===== src/rtl/core/aie_pkg.sv =====
`timescale 1ns / 1ps

package aie_pkg;

   localparam int CMD_W  = 5;
   localparam int MODE_W = 2;
   localparam int OPND_W = 17;
   localparam int ACC_W  = 8;
   localparam int ST_W   = 3;

   localparam logic [CMD_W-1:0] OP_ADD      = 5'd0;
   localparam logic [CMD_W-1:0] OP_SUB      = 5'd1;
   localparam logic [CMD_W-1:0] OP_INC      = 5'd2;
   localparam logic [CMD_W-1:0] OP_DEC      = 5'd3;
   localparam logic [CMD_W-1:0] OP_AND      = 5'd4;
   localparam logic [CMD_W-1:0] OP_OR       = 5'd5;
   localparam logic [CMD_W-1:0] OP_NOT      = 5'd6;
   localparam logic [CMD_W-1:0] OP_SHL      = 5'd7;
   localparam logic [CMD_W-1:0] OP_SHR      = 5'd8;
   localparam logic [CMD_W-1:0] OP_JMP_LO   = 5'd9;
   localparam logic [CMD_W-1:0] OP_JMP_HI   = 5'd15;
   localparam logic [CMD_W-1:0] OP_STORE    = 5'd16;
   localparam logic [CMD_W-1:0] OP_LOAD     = 5'd17;
   localparam logic [CMD_W-1:0] OP_HLT      = 5'd18;

   localparam logic [MODE_W-1:0] MODE_ACC = 2'd0;
   localparam logic [MODE_W-1:0] MODE_IMM = 2'd1;
   localparam logic [MODE_W-1:0] MODE_DIR = 2'd2;
   localparam logic [MODE_W-1:0] MODE_IND = 2'd3;

   localparam logic [ST_W-1:0] ST_OK      = 3'd0;
   localparam logic [ST_W-1:0] ST_HALT    = 3'd1;
   localparam logic [ST_W-1:0] ST_BADOPND = 3'd2;
   localparam logic [ST_W-1:0] ST_BADOP   = 3'd3;
   localparam logic [ST_W-1:0] ST_IGNORED = 3'd4;

   typedef struct packed {
      logic [CMD_W-1:0]  cmd;
      logic [MODE_W-1:0] addr_mode;
      logic [OPND_W-1:0] operand_value;
   } req_type;

   typedef struct packed {
      logic signed [ACC_W-1:0] acc_value;
      logic [ST_W-1:0]         status;
   } rsp_type;

   typedef struct packed {
      logic [CMD_W-1:0]  cmd;
      logic [MODE_W-1:0] addr_mode;
      logic              opnd_ok;
      logic              stopped;
      logic [ACC_W-1:0]  acc;
      logic [ACC_W-1:0]  val;
   } op_type;

   typedef struct packed {
      logic [ACC_W-1:0] acc;
      logic [ST_W-1:0]  status;
      logic             wr_en;
      logic [ACC_W-1:0] wr_data;
      logic             stop;
   } res_type;

endpackage


===== src/rtl/core/aie_regfile.sv =====
`timescale 1ns / 1ps

module aie_regfile #(
   parameter int REG_COUNT = 64
) (
   input  logic                           clock,
   input  logic                           reset,
   input  logic                           wr_en,
   input  logic [$clog2(REG_COUNT)-1:0]   wr_addr,
   input  logic [aie_pkg::ACC_W-1:0]      wr_data,
   input  logic                           rd1_en,
   input  logic [$clog2(REG_COUNT)-1:0]   rd1_addr,
   output logic [aie_pkg::ACC_W-1:0]      rd1_data,
   input  logic                           rd2_en,
   input  logic [$clog2(REG_COUNT)-1:0]   rd2_addr,
   output logic [aie_pkg::ACC_W-1:0]      rd2_data
);
   import aie_pkg::*;

   logic [ACC_W-1:0]     mem_ff [REG_COUNT];
   logic [REG_COUNT-1:0] vld_ff;
   logic [REG_COUNT-1:0] vld_in;

   logic [ACC_W-1:0] q1_ff, q2_ff, byp1_data_ff, byp2_data_ff;
   logic             v1_ff, v2_ff, byp1_ff, byp2_ff;

   always_ff @(posedge clock) begin
      if (wr_en) begin
         mem_ff[wr_addr] <= wr_data;
      end
      if (rd1_en) begin
         q1_ff <= mem_ff[rd1_addr];
      end
      if (rd2_en) begin
         q2_ff <= mem_ff[rd2_addr];
      end
   end

   // unwritten entries read as zero; a same-cycle write wins over the old word
   always_ff @(posedge clock) begin
      if (rd1_en) begin
         v1_ff        <= vld_ff[rd1_addr];
         byp1_ff      <= wr_en && (wr_addr == rd1_addr);
         byp1_data_ff <= wr_data;
      end
      if (rd2_en) begin
         v2_ff        <= vld_ff[rd2_addr];
         byp2_ff      <= wr_en && (wr_addr == rd2_addr);
         byp2_data_ff <= wr_data;
      end
   end

   always_comb begin
      vld_in = vld_ff;
      if (wr_en) begin
         vld_in[wr_addr] = 1'b1;
      end
   end

   always_ff @(posedge clock) begin
      if (reset) begin
         vld_ff <= '0;
      end else begin
         vld_ff <= vld_in;
      end
   end

   assign rd1_data = byp1_ff ? byp1_data_ff : (v1_ff ? q1_ff : '0);
   assign rd2_data = byp2_ff ? byp2_data_ff : (v2_ff ? q2_ff : '0);

endmodule


===== src/rtl/core/aie_alu.sv =====
`timescale 1ns / 1ps

module aie_alu (
   input  aie_pkg::op_type  op,
   output aie_pkg::res_type res
);
   import aie_pkg::*;

   logic             has_reg;
   logic             acc_mode;
   logic [ACC_W-1:0] a;
   logic [ACC_W-1:0] v;

   assign has_reg  = op.addr_mode[1];
   assign acc_mode = (op.addr_mode == MODE_ACC);
   assign a        = op.acc;
   assign v        = op.val;

   always_comb begin
      res.acc     = a;
      res.status  = ST_OK;
      res.wr_en   = 1'b0;
      res.wr_data = a;
      res.stop    = 1'b0;
      if (op.stopped) begin
         res.status = ST_IGNORED;
      end else if (!op.opnd_ok) begin
         res.status = ST_BADOPND;
         res.stop   = 1'b1;
      end else begin
         case (op.cmd)
            OP_ADD: begin
               res.acc = a + v;
            end
            OP_SUB: begin
               res.acc = a - v;
            end
            OP_INC: begin
               if (has_reg) begin
                  res.wr_en   = 1'b1;
                  res.wr_data = v + 8'd1;
                  res.acc     = v + 8'd1;
               end else if (acc_mode) begin
                  res.acc = a + 8'd1;
               end
            end
            OP_DEC: begin
               if (has_reg) begin
                  res.wr_en   = 1'b1;
                  res.wr_data = v - 8'd1;
                  res.acc     = v - 8'd1;
               end else if (acc_mode) begin
                  res.acc = a - 8'd1;
               end
            end
            OP_AND: begin
               res.acc = a & v;
            end
            OP_OR: begin
               res.acc = a | v;
            end
            OP_NOT: begin
               res.acc = acc_mode ? ~a : ~v;
            end
            OP_SHL: begin
               if (acc_mode) begin
                  res.acc = {a[ACC_W-2:0], 1'b0};
               end else if (has_reg) begin
                  res.acc = {v[ACC_W-2:0], 1'b0};
               end
            end
            OP_SHR: begin
               if (acc_mode) begin
                  res.acc = {a[ACC_W-1], a[ACC_W-1:1]};
               end else if (has_reg) begin
                  res.acc = {v[ACC_W-1], v[ACC_W-1:1]};
               end
            end
            OP_STORE: begin
               res.wr_en = has_reg;
            end
            OP_LOAD: begin
               res.acc = v;
            end
            OP_HLT: begin
               res.status = ST_HALT;
               res.stop   = 1'b1;
            end
            default: begin
               // jumps are no-ops
               if (!(op.cmd inside {[OP_JMP_LO:OP_JMP_HI]})) begin
                  res.status = ST_BADOP;
                  res.stop   = 1'b1;
               end
            end
         endcase
      end
   end

endmodule


===== src/rtl/core/accumulator_instruction_executor_core.sv =====
`timescale 1ns / 1ps

// Executes one decoded accumulator instruction per item and returns one result item
// (new accumulator, status) per input item. Throughput is one item per cycle while
// rsp_stall is low. The acceptance edge reads the register named by operand_value,
// stage s1 checks the operand and reads the operand register (through the pointer in
// indirect mode), and stage s2 runs the ALU and writes back. The register file is a
// one-write, two-read memory with registered reads and same-cycle write bypass; it
// reads as zero after reset with no clearing pass. After a halt or an error every later
// item returns status "ignored" until reset.

module accumulator_instruction_executor_core #(
   parameter int REG_COUNT = 64
) (
   input  logic             clock,
   input  logic             reset,
   input  logic             req_valid,
   output logic             req_stall,
   input  aie_pkg::req_type req,
   output logic             rsp_valid,
   input  logic             rsp_stall,
   output aie_pkg::rsp_type rsp
);
   import aie_pkg::*;

   localparam int AW = $clog2(REG_COUNT);

   logic             s1_valid_ff, s1_valid_in;
   req_type          s1_req_ff;
   logic             s2_valid_ff, s2_valid_in;
   logic [CMD_W-1:0] s2_cmd_ff;
   logic [MODE_W-1:0] s2_mode_ff;
   logic [ACC_W-1:0] s2_imm_ff;
   logic [AW-1:0]    s2_tgt_ff;
   logic             s2_opnd_ok_ff;
   logic             out_valid_ff, out_valid_in;
   rsp_type          out_ff;
   logic [ACC_W-1:0] acc_ff, acc_in;
   logic             stopped_ff, stopped_in;

   logic             req_accept, s1_adv, s2_adv, s1_free, s2_free, out_free;
   logic [ACC_W-1:0] rd1_data, rd2_data, ptr;
   logic [AW-1:0]    num_idx, s1_tgt;
   logic             num_ok, ptr_ok, s1_opnd_ok, wr_en;
   op_type           op;
   res_type          res;

   assign out_free   = !out_valid_ff || !rsp_stall;
   assign s2_adv     = s2_valid_ff && out_free;
   assign s2_free    = !s2_valid_ff || out_free;
   assign s1_adv     = s1_valid_ff && s2_free;
   assign s1_free    = !s1_valid_ff || s2_free;
   assign req_stall  = !s1_free;
   assign req_accept = req_valid && !req_stall;

   assign wr_en = s2_adv && res.wr_en;

   aie_regfile #(
      .REG_COUNT(REG_COUNT)
   ) u_regfile (
      .clock    (clock),
      .reset    (reset),
      .wr_en    (wr_en),
      .wr_addr  (s2_tgt_ff),
      .wr_data  (res.wr_data),
      .rd1_en   (req_accept),
      .rd1_addr (req.operand_value[AW-1:0]),
      .rd1_data (rd1_data),
      .rd2_en   (s1_adv),
      .rd2_addr (s1_tgt),
      .rd2_data (rd2_data)
   );

   // operand check and target selection; the older item's write lands in the same cycle
   assign num_idx = s1_req_ff.operand_value[AW-1:0];
   assign num_ok  = s1_req_ff.operand_value < OPND_W'(REG_COUNT);
   assign ptr     = (wr_en && (s2_tgt_ff == num_idx)) ? res.wr_data : rd1_data;
   assign ptr_ok  = !ptr[ACC_W-1] && ({1'b0, ptr} < (ACC_W + 1)'(REG_COUNT));
   assign s1_tgt  = (s1_req_ff.addr_mode == MODE_IND) ? ptr[AW-1:0] : num_idx;

   always_comb begin
      case (s1_req_ff.addr_mode)
         MODE_DIR: s1_opnd_ok = num_ok;
         MODE_IND: s1_opnd_ok = num_ok && ptr_ok;
         default:  s1_opnd_ok = 1'b1;
      endcase
   end

   always_comb begin
      op.cmd       = s2_cmd_ff;
      op.addr_mode = s2_mode_ff;
      op.opnd_ok   = s2_opnd_ok_ff;
      op.stopped   = stopped_ff;
      op.acc       = acc_ff;
      case (s2_mode_ff)
         MODE_ACC: op.val = '0;
         MODE_IMM: op.val = s2_imm_ff;
         default:  op.val = rd2_data;
      endcase
   end

   aie_alu u_alu (
      .op  (op),
      .res (res)
   );

   assign s1_valid_in  = req_accept || (s1_valid_ff && !s1_adv);
   assign s2_valid_in  = s1_adv || (s2_valid_ff && !s2_adv);
   assign out_valid_in = s2_adv || (out_valid_ff && rsp_stall);
   assign acc_in       = s2_adv ? res.acc : acc_ff;
   assign stopped_in   = stopped_ff || (s2_adv && res.stop);

   always_ff @(posedge clock) begin
      if (reset) begin
         s1_valid_ff  <= 1'b0;
         s2_valid_ff  <= 1'b0;
         out_valid_ff <= 1'b0;
         acc_ff       <= '0;
         stopped_ff   <= 1'b0;
      end else begin
         s1_valid_ff  <= s1_valid_in;
         s2_valid_ff  <= s2_valid_in;
         out_valid_ff <= out_valid_in;
         acc_ff       <= acc_in;
         stopped_ff   <= stopped_in;
      end
   end

   always_ff @(posedge clock) begin
      if (req_accept) begin
         s1_req_ff <= req;
      end
      if (s1_adv) begin
         s2_cmd_ff     <= s1_req_ff.cmd;
         s2_mode_ff    <= s1_req_ff.addr_mode;
         s2_imm_ff     <= s1_req_ff.operand_value[ACC_W-1:0];
         s2_tgt_ff     <= s1_tgt;
         s2_opnd_ok_ff <= s1_opnd_ok;
      end
      if (s2_adv) begin
         out_ff.acc_value <= res.acc;
         out_ff.status    <= res.status;
      end
   end

   assign rsp_valid = out_valid_ff;
   assign rsp       = out_ff;

endmodule


===== config.mk =====
export PLATFORM = sky130hd
export DESIGN_NAME = accumulator_instruction_executor_core
export DESIGN_NICKNAME = d
export VERILOG_FILES = /design/src/rtl/core/aie_pkg.sv /design/src/rtl/core/aie_regfile.sv /design/src/rtl/core/aie_alu.sv /design/src/rtl/core/accumulator_instruction_executor_core.sv
export SDC_FILE = /design/constraint.sdc
export NUM_CORES = 1
export LEC_CHECK = 0
export BUFFER_PORTS_ARGS = -buffer_cell sky130_fd_sc_hd__buf_4
export CORE_MARGIN = 2
export CORE_UTILIZATION = 30
export DETAILED_ROUTE_END_ITERATION = 16
export HOLD_SLACK_MARGIN = 0.12
export PLACE_DENSITY = 0.56
export SYNTH_ARGS = -nofsm -noshare
export SYNTH_HDL_FRONTEND = slang
export SYNTH_HIERARCHICAL = 1
export SYNTH_SLANG_ARGS = --single-unit

===== constraint.sdc =====
create_clock -name clock -period 16 [get_ports clock]
set_clock_uncertainty 0.2 [all_clocks]
set_input_delay 2.4 -clock clock [delete_from_list [all_inputs] [get_ports clock]]
set_output_delay 2.4 -clock clock [all_outputs]
set_load 0.01 [all_outputs]

Yosys cells after proc, flatten, opt, wreduce, memory -nomap -nowiden --
Memory sizes are Yosys's and may differ from the RTL's. A register that Yosys moved wholly into a read port is not among the register bits. Index checks and enable logic that the tools add are counted. Widths: inputs -> output; s select.
Cells by class: shift-type cells 0, multiplexer cells 40, $add $sub $neg 6, $mul 0, equal/unequal tests 17, div/mod/pow operators 0, bitwise operators 6, magnitude comparators 8, reduce and logical (&&, ||, !) cells 34
Operator list (count):
- $mux 8 | 16
- $pmux 8 s10 | 1
- $or 64x64->64 | 1
- $pmux 8 s2 | 2
- $mux 9 | 3
- $lt 6x7->1 const B | 3
- $eq 5x3->1 const B | 4
- $eq 6x6->1 | 3
- $lt 17x7->1 const B | 1
- $add 8x1->8 const B | 2
- $not 8->8 | 2
- $sub 8x1->8 const B | 2
- $eq 5x5->1 const B | 3
- $logic_and 1x1->1 | 15
- $bmux 1 s6 | 2
- $reduce_or 11->1 | 1
- $eq 5x2->1 const B | 2
- $mux 10 | 1
- $add 8x8->8 | 1
- $and 8x8->8 | 1
- $logic_not 1->1 | 8
- $lt 8x7->1 const B | 1
- $or 8x8->8 | 1
- $sub 8x8->8 | 1
- other kinds (20) | 34
Storage, ports and cells: bits in latches 0, input bits 28, logic and storage cells 135, memories 1, bits in read-only memories 0, register bits 153, output and inout port bits 13, RAM bits 512
Memories:
- u_regfile.mem_ff | words 64, width 8, rd ports 2, clocked after memory_dff 2, wr ports 1, RTL line aie_regfile.sv:20 | logic [ACC_W-1:0] mem_ff [REG_COUNT];

Longest topological paths before layout --
Gate-level depths: netlist of run 1.
word-level depth 15, mapped depth 24, gate-level depth less buffers 18

Modules after synthesis --
Netlist of run 1, hierarchy kept.
By module, submodules not included:
- aie_regfile | area an instance 28259.6 sq um, times used 1, cells an instance 1553, seq. area each 17737.0 sq um
- accumulator_instruction_executor_core | area an instance 2531.2 sq um, times used 1, cells an instance 172, seq. area each 1951.9 sq um
- aie_alu | area an instance 2379.8 sq um, times used 1, cells an instance 385, seq. area each 0.0 sq um

Worst setup path before layout of run 1 --
No wires, ideal clock.
path type reg-to-reg, from register u_regfile.byp2_ff, to register u_regfile.q2_ff[6], read port of u_regfile.mem_ff, data pin, data required time 15.544 ns, period minus slack after synthesis 7.647 ns, stages on the path, launching flop included 22, slack 8.353 ns, buffers on the path 6, arrival time 7.191 ns, setup time 0.256 ns, cells stage by stage edfxtp_1 clkbuf_1 nor2b_1 clkbuf_1 a22o_1 a22o_1 clkbuf_1 inv_1 ha_1 nor2b_1 o2111ai_1 and3_1 o21ai_0 nand3_1 a31oi_1 buf_4 buf_2 clkbuf_1 mux4_2 o22ai_1 nand2_1 a22o_1
RTL lines:
- start: declaration | RTL line aie_regfile.sv:25 | logic v1_ff, v2_ff, byp1_ff, byp2_ff;
- start signal: assignment | RTL line aie_regfile.sv:48 | byp2_ff <= wr_en && (wr_addr == rd2_addr);
- end: declaration | RTL line aie_regfile.sv:24 | logic [ACC_W-1:0] q1_ff, q2_ff, byp1_data_ff, byp2_data_ff;

==> results by group, run 1 <==
Outcome
  • Status: finished, final reports clean

Timing
  • RSZ-0062 raised after global routing: false
  • Period Utilization, post-route: 48.7%
  • TNS Setup: 0 ns
  • Relative slew slack: about an eighth
  • Final hold violations: 0
  • Final setup viols: 0
  • Fin crit period: 7.79 ns
  • Slew Limit Fails: 0
  • Fmax achieved: 0.128 GHz
  • Worst Tran Pin Value: between 1 and 1.5 ns

Worst hold path
  • Worst min path class: register to register
  • Hold endpoint: s2_cmd_ff[0]
  • Hold depth: 0
  • Hold Crit Start: s1_req_ff[19]

Setup path
  • CP startpoint kind: register
  • Data required, critical path: 16.17 ns
  • R2r endpoint: u_regfile/q2_ff[4]
  • Max stage delay on crit path: 0.93 ns
  • Worst-path cell chain: nor2b_1 -> a22o_1 -> inv_1 -> ha_1 -> nor2b_1 -> o2111ai_1 -> and3_1 -> nand2_1 -> nand2_1 -> o21ai_4 -> buf_4 -> nand3_1 -> a31oi_4 -> buf_4 -> buf_4 -> mux4_1 -> mux4_2 -> nor2b_1 -> o21ai_1
  • R2r setup slk: 8.21 ns
  • Critical R2R Launch: s2_mode_ff[0]
  • R2R depth: 19
  • Critical path type: register to register
  • Max stage delay cell, worst path: edfxtp_1
  • Critical Path Sink Type: register
  • Crit path max fanout: 67
  • Crit-path leading delay family: buffers and inverters
  • Crit path DAT: 7.97 ns
  • CP bufs+invs: 4

Logic synthesis
  • #FFs+latches synth: between 600 and 700
  • Syn_nets: 2153
  • Post-synth EDFFs: 605
  • Sequential area share after synthesis: roughly three fifths
  • Fraction of registers with async set/reset: 0%
  • Ys flop type: edfxtp_1
  • YS warnings: 6
  • Mean Syn Cell Area: 15.7 µm²
  • Post-Syn Area: about 33000 µm²
  • Syn Inst Count: roughly 2100
  • Distinct cells, synth: 79
  • Yosys top cell by area: edfxtp_1
  • Synth top area cells: edfxtp_1, mux4_2, dfxtp_1
  • Share of the synthesized area in the top cell type: 54.8%

CTS
  • Hold Buf Count CTS: 0
  • Post-CTS Setup Bufs: 0
  • Cts repair resizes: 0
  • Clk Latency, worst-skew pair: between 0.6 and 0.7 ns
  • CTS tree: done
  • Root buf cell: clkbuf_16
  • # clock sinks: 681
  • H-tree level count: 3
  • CTS buffer count: 76
  • Clk slew on worst S/H paths: roughly 0.060 ns
  • CTS Buffer Depth: 3

Cells and area
  • # fillers: ~10000
  • Nets@finish: around 2200
  • Area Overhead vs Synth: 13.5%
  • Design area: 37700 µm²
  • Layout cell share with drive strength beyond 1: 24.1%

Routing
  • DR WL/cell: roughly 27 µm
  • Via/cell ratio: between 5 and 6
  • Initial DRC count: 2058
  • Total routed wirelength: 100000 µm
  • Antenna Nets Post-Route: 0
  • Via count: around 21000
  • Remaining DRCs: 0
  • First-pass DRT Iterations: 5

Die
  • Area of the core: 109000 µm²
  • I/O pin cnt: 41
  • Die area: 113000 µm²
  • Die Width: 337 µm
  • Chip height: 337 µm
  • Cell Rows: 121
  • Initial Util: 30.3%

Pwr
  • Peak supply drop: 78.7 µV
  • Pint: 3.17 mW
  • Share of power burned in registers: a little under half
  • NetSw: around 1.0 mW
  • Pwr dens: roughly 110 nW/µm²
  • Combinational share of power: 9.2%
  • Sw frac: 24.2%
  • P_leak: 11.5 nW
  • Clock share of power: 44.1%

Job
  • Maxcap violations: 0

Global route
  • GRT Residual Overflow: 0
  • Global-route wire length before repair: 145000 µm
  • Vias in the first global route: 20700
  • Gr usage total: 17.4%
  • Initial antenna violation count: 3
  • Largest net degree at the start of global routing: 77

Place
  • Routability cong.: about 0.87
  • Port bufs: 40
  • Final HPWL DP: approximately 63000 µm
  • Post-Place Cell Area: 35000 µm²
## cell usage in the layout (no fill, tap or decap), types with 9 or more instances in the layout
cell type  synthesis  routed
ha_1              14      14
a21oi_1           59      59
nor2_1           261     260
dfxtp_1           76      76
xor2_1            18      18
buf_4             14      85
o211ai_1           9       9
o221ai_1          14      14
nand2_1           98      96
nor3_1            30      27
nor4_1            11      11
clkbuf_16          0      76
inv_1             10      10
o32ai_1           10      10
clkinv_2           1      15
bufinv_16          0      11
mux4_1            32      32
o21ai_0           67      62
xnor2_1           25      25
and2_1            13      13
o22ai_1           48      48
mux4_2           272     272
nand2b_1          19      19
nand3_1           22      22
nor2b_1           22      21
mux2i_1           39      39
edfxtp_1         605     605
a221oi_1           9       9
a22o_1            29      29
clkinv_1           0      11
clkbuf_1          82       9
## area by class of cell
class | count | area (µm²) | area share (%)
flip-flops and latches | 681 | 19700 | 52.3
multi-input cells | 1255 | 12800 | 33.9
clock buffers | 92 | 2030 | 5.40
well taps | 1476 | 1850 | 4.90
repair buffers | 88 | 681 | 1.81
clock inverters | 50 | 607 | 1.61
inverters | 11 | 42.5 | 0.113
diodes | 1 | 2.50 | 0.00665
## state kept, by name, summed over array words and instances (netlist names)
name / flops
s2_cmd_ff: 5
u_regfile/byp1_ff: 1
s2_opnd_ok_ff: 1
u_regfile/byp1_data_ff: 8
s2_mode_ff: 2
acc_ff: 8
s1_valid_ff: 1
s2_tgt_ff: 6
u_regfile/byp2_data_ff: 8
num_idx: 6
rsp_valid: 1
u_regfile/q2_ff: 8
s1_req_ff: 18
u_regfile/q1_ff: 8
u_regfile/vld_ff: 64
rsp: 11
s2_valid_ff: 1
s2_imm_ff: 8
u_regfile/mem_ff: 512
stopped_ff: 1
u_regfile/v1_ff: 1
u_regfile/byp2_ff: 1
u_regfile/v2_ff: 1
## through the flow
| stage | power, mW | util (%) | setup slack [ns] | std cells | hold slack (ns) |
|---|---|---|---|---|---|
| final | 4.18 | 34.4 | 8.21 | 3654 | 0.220 |
| after CTS | 4.22 | 34.4 | 8.36 | 3653 | 0.218 |
| after global placement | 2.37 | 32.0 | 8.54 | 3511 | 0.207 |
| after detailed placement | 2.37 | 32.0 | 8.37 | 3511 | 0.206 |
| after floorplan | 2.25 | - | 8.35 | 2110 | 0.200 |
| after global routing | 4.31 | 34.4 | 7.85 | 3653 | 0.218 |
## synthesized netlist by cell type, types with 10 or more instances
library cell	n
edfxtp_1	605
o32ai_1	10
nand3_1	22
clkbuf_1	82
xnor2_1	25
a31oi_1	15
o22ai_1	48
buf_1	13
nand2b_1	19
nor4_1	11
a21oi_1	59
mux2i_1	39
mux4_2	272
a22o_1	29
mux4_1	32
o221ai_1	14
dfxtp_1	76
buf_6	12
ha_1	14
xor2_1	18
nor2b_1	22
nor3_1	30
and2_1	13
nand2_1	98
buf_2	36
o21ai_0	67
buf_4	14
inv_1	10
nor2_1	261
## routing by layer
| layer | share of wire (%) | GRT usage, % | vias up | wire [µm] |
|---|---|---|---|---|
| met5 | 0.017 | 0 | - | 17 |
| met4 | 3.6 | 5.90 | 2 | 3600 |
| met3 | 7.9 | 3.17 | 188 | 7860 |
| met2 | 48 | 28.3 | 1054 | 47800 |
| met1 | 41 | 23.5 | 10900 | 40800 |
| li1 | - | - | 8600 | - |
## worst max-delay path by stage
| stage | cells after the start | from | to | slack, ns |
|---|---|---|---|---|
| 6_report | 19 | s2_mode_ff[0] | u_regfile/q2_ff[4] | 8.21 |
| 5_1_grt | 20 | s2_mode_ff[0] | u_regfile/q2_ff[4] | 7.85 |
| 3_5_place_dp | 19 | s2_mode_ff[0] | u_regfile/q2_ff[4] | 8.37 |
| 3_3_place_gp | 14 | rsp_stall | u_regfile/v2_ff | 8.54 |
| 2_1_floorplan | 21 | u_regfile/byp2_ff | u_regfile/q2_ff[6] | 8.35 |
| 4_1_cts | 19 | s2_mode_ff[0] | u_regfile/q2_ff[0] | 8.36 |
## logic make-up (layout without fill, tap and decap cells)
kind of cell / Yosys count / in the layout / synth area share [%]
simple gates: 531 / 531 / 7.39
buf+inv: 174 / 241 / 2.74
flops: 681 / 681 / 59.4
xor+xnor: 45 / 45 / 1.23
fa+ha+maj: 16 / 16 / 0.619
mux: 348 / 348 / 22.3
compound gates: 315 / 315 / 6.32
other cells: 0 / 1 / 0
## power groups by stage
stage / sequential, mW / combinational (mW) / clock [mW]
2_1_floorplan: 1.98 / 0.270 / 0
3_3_place_gp: 1.99 / 0.378 / 0
3_5_place_dp: 1.99 / 0.381 / 0
4_1_cts: 1.95 / 0.382 / 1.88
5_1_grt: 1.96 / 0.403 / 1.95
6_report: 1.96 / 0.383 / 1.85
No activity file was read; power rests on OpenSTA's default activity.
==> inputs of run 2 (changes only) <==
==> constraint.sdc (replaced) <==
create_clock -name clock -period 7.5 [get_ports clock]
set_clock_uncertainty 0.2 [all_clocks]
set_input_delay 1.125 -clock clock [delete_from_list [all_inputs] [get_ports clock]]
set_output_delay 1.125 -clock clock [all_outputs]
set_load 0.01 [all_outputs]
==> results by group, run 2 (synthesized netlist as in run 1, its figures left out) <==
Timing
  • Period Utilization, post-route: 82.3% (+34 points)
  • Worst Tran Pin Value: 1.38 ns (+0.0768 ns)
  • Fmax achieved: 0.162 GHz (+26%)
  • Relative slew slack: 7.93% (-5.1 points)
  • RSZ-0062 raised after global routing: false
  • TNS Setup: 0 ns (unchanged)
  • Fin crit period: 6.17 ns (-1.62 ns)
  • Hold Slack: 0.235 ns (+0.0156 ns)
  • Slew Limit Fails: 0 (unchanged)
  • Final hold violations: 0 (unchanged)
  • Final setup viols: 0 (unchanged)

Global route
  • Largest net degree at the start of global routing: 84 (+9.1%)
  • Global-route wire length before repair: 148000 µm (+2.0%)
  • Vias in the first global route: 20700 (+0.29%)
  • GRT Residual Overflow: 0 (unchanged)
  • Gr usage total: 17.9% (+0.45 points)
  • Initial antenna violation count: 1 (-2)

CTS
  • Clk slew on worst S/H paths: 0.06 ns (about the same)
  • Root buf cell: clkbuf_16
  • CTS Buffer Depth: 3 (unchanged)
  • CTS tree: done
  • # clock sinks: 681 (unchanged)
  • Cts repair resizes: 0 (unchanged)
  • Post-CTS Setup Bufs: 0 (unchanged)
  • Clk Latency, worst-skew pair: 0.65 ns (about the same)
  • CTS buffer count: 74 (-2.6%)
  • H-tree level count: 3 (unchanged)
  • Hold Buf Count CTS: 0 (unchanged)

Die
  • Initial Util: 30.3% (unchanged)
  • Cell Rows: 121 (unchanged)
  • I/O pin cnt: 41 (unchanged)
  • Area of the core: 109000 µm² (unchanged)
  • Die area: 113000 µm² (unchanged)
  • Die Width: 337 µm (unchanged)
  • Chip height: 337 µm (unchanged)

Routing
  • Total routed wirelength: 102000 µm (+1.8%)
  • Antenna Nets Post-Route: 0 (unchanged)
  • DR WL/cell: 27.8 µm (+1.5%)
  • First-pass DRT Iterations: 5 (unchanged)
  • Via/cell ratio: 5.72 (+0.58%)
  • Via count: 21000 (+0.88%)
  • Remaining DRCs: 0 (unchanged)
  • Initial DRC count: 2468 (+20%)

Setup path
  • Data required, critical path: 7.64 ns (-8.53 ns)
  • Critical path type: register to register
  • Worst-path cell chain: nor2b_1 -> a22o_1 -> a22o_1 -> inv_1 -> ha_1 -> xnor2_1 -> o21ai_4 -> nand3_1 -> a31oi_4 -> buf_4 -> mux4_1 -> mux4_2 -> nor2b_1 -> o21ai_1
  • Crit path max fanout: 20 (-70%)
  • Crit path DAT: 6.32 ns (-1.65 ns)
  • CP startpoint kind: register
  • Max stage delay on crit path: 0.92 ns (about the same)
  • Critical Path Sink Type: register
  • Max stage delay cell, worst path: a31oi_4

Cells and area
  • Largest Register: u_regfile/mem_ff
  • N_diodes: 0 (-1)
  • Commonest cells after routing, fill and taps aside: edfxtp_1, mux4_2, nor2_1, nand2_1, buf_4
  • Final core occ: 34.5% (about the same)
  • Nets@finish: 2171 (+0.70%)
  • Max reg flops: 512 (unchanged)
  • Layout cell share with drive strength beyond 1: 24.2% (+0.096 points)
  • Area Overhead vs Synth: 13.6% (about the same)
  • Commonest non-fill, non-tap cell in the layout: edfxtp_1
  • Largest registers: u_regfile/mem_ff (512), u_regfile/vld_ff (64), s1_req_ff (18)

Pwr
  • Peak supply drop: 144 µV (+83%)
  • Pwr dens: 231 nW/µm² (+110%)
  • P_leak: 11.5 nW (+0.22%)

Job
  • Maxcap violations: 0 (unchanged)

Outcome
  • Status: finished, final reports clean

Place
  • Port bufs: 40 (unchanged)
  • Routability cong.: 0.896 (+2.5%)
  • Final HPWL DP: 66600 µm (+5.6%)

Worst hold path
  • Worst min path class: register to register
[run 2: cell count changes in the layout (fill, tap and decap cells not counted), moves of 2 or more]
cell       delta
buf_4        +11
clkbuf_1      +8
buf_12        +6
bufinv_16     -5
inv_6         -4
clkinv_1      -3
nor3_1        +2
nor3_2        -2
[run 2: path summary, 6_finish.rpt]
path                      from              end  slack [ns]  depth (start not counted)
min reg2reg      s1_req_ff[22]     s2_cmd_ff[3]        0.24                          0
max          u_regfile/byp2_ff  u_regfile/v2_ff        1.33                         14
max reg2reg  u_regfile/byp2_ff  u_regfile/v2_ff        1.33                         14
min              s1_req_ff[22]     s2_cmd_ff[3]        0.24                          0
[run 2: where the power goes]
| part | internal, mW | switching [mW] | total (mW) |
|---|---|---|---|
| Sequential | 4.13 | 0.0358 | 4.17 |
| Clock | 2.18 | 1.54 | 3.71 |
| Combinational | 0.317 | 0.508 | 0.825 |
[run 2: critical path: cells and delay by family, from the launching register on]
family                   cells  cell delay (ns)
multiplexers                 2             1.18
flip-flops                   1             0.52
XOR/XNOR                     1             0.18
adder cells (fa/ha/maj)      1             0.37
buffers and inverters        2             0.72
AND/OR/NAND/NOR              3             0.72
AO/OA/AOI/OAI                5             1.96
[run 2: metrics by stage]
| stage | power [mW] | worst slack (ns) | instances | cell area (µm²) |
|---|---|---|---|---|
| finish | 8.71 | 1.33 | 3665 | 37700 |
| floorplan | 4.80 | 0.137 | 2110 | 33200 |
| global route | 8.96 | 1.08 | 3665 | 37700 |
| CTS | 8.77 | 1.34 | 3665 | 37700 |
| global placement | 5.06 | 1.59 | 3528 | 35200 |
| detailed placement | 5.07 | 1.35 | 3528 | 35200 |
[run 2: cell type report]
cell class / count / area (µm²)
clock buffer: 102 / 2100
clock inverter: 35 / 369
fill: 10400 / 71600
inverter: 11 / 42.5
multi-input combinational: 1255 / 12800
sequential: 681 / 19700
tap: 1476 / 1850
timing repair buffer: 105 / 883
[run 2: per-layer routing]
| layer | GRT usage, % | vias up | wire, µm |
|---|---|---|---|
| met3 | 3.70 | 201 | 8690 |
| met1 | 24.5 | 11100 | 42300 |
| met5 | 0 | - | 14 |
| met4 | 5.84 | 2 | 3540 |
| met2 | 28.3 | 1051 | 47400 |
| li1 | - | 8635 | - |
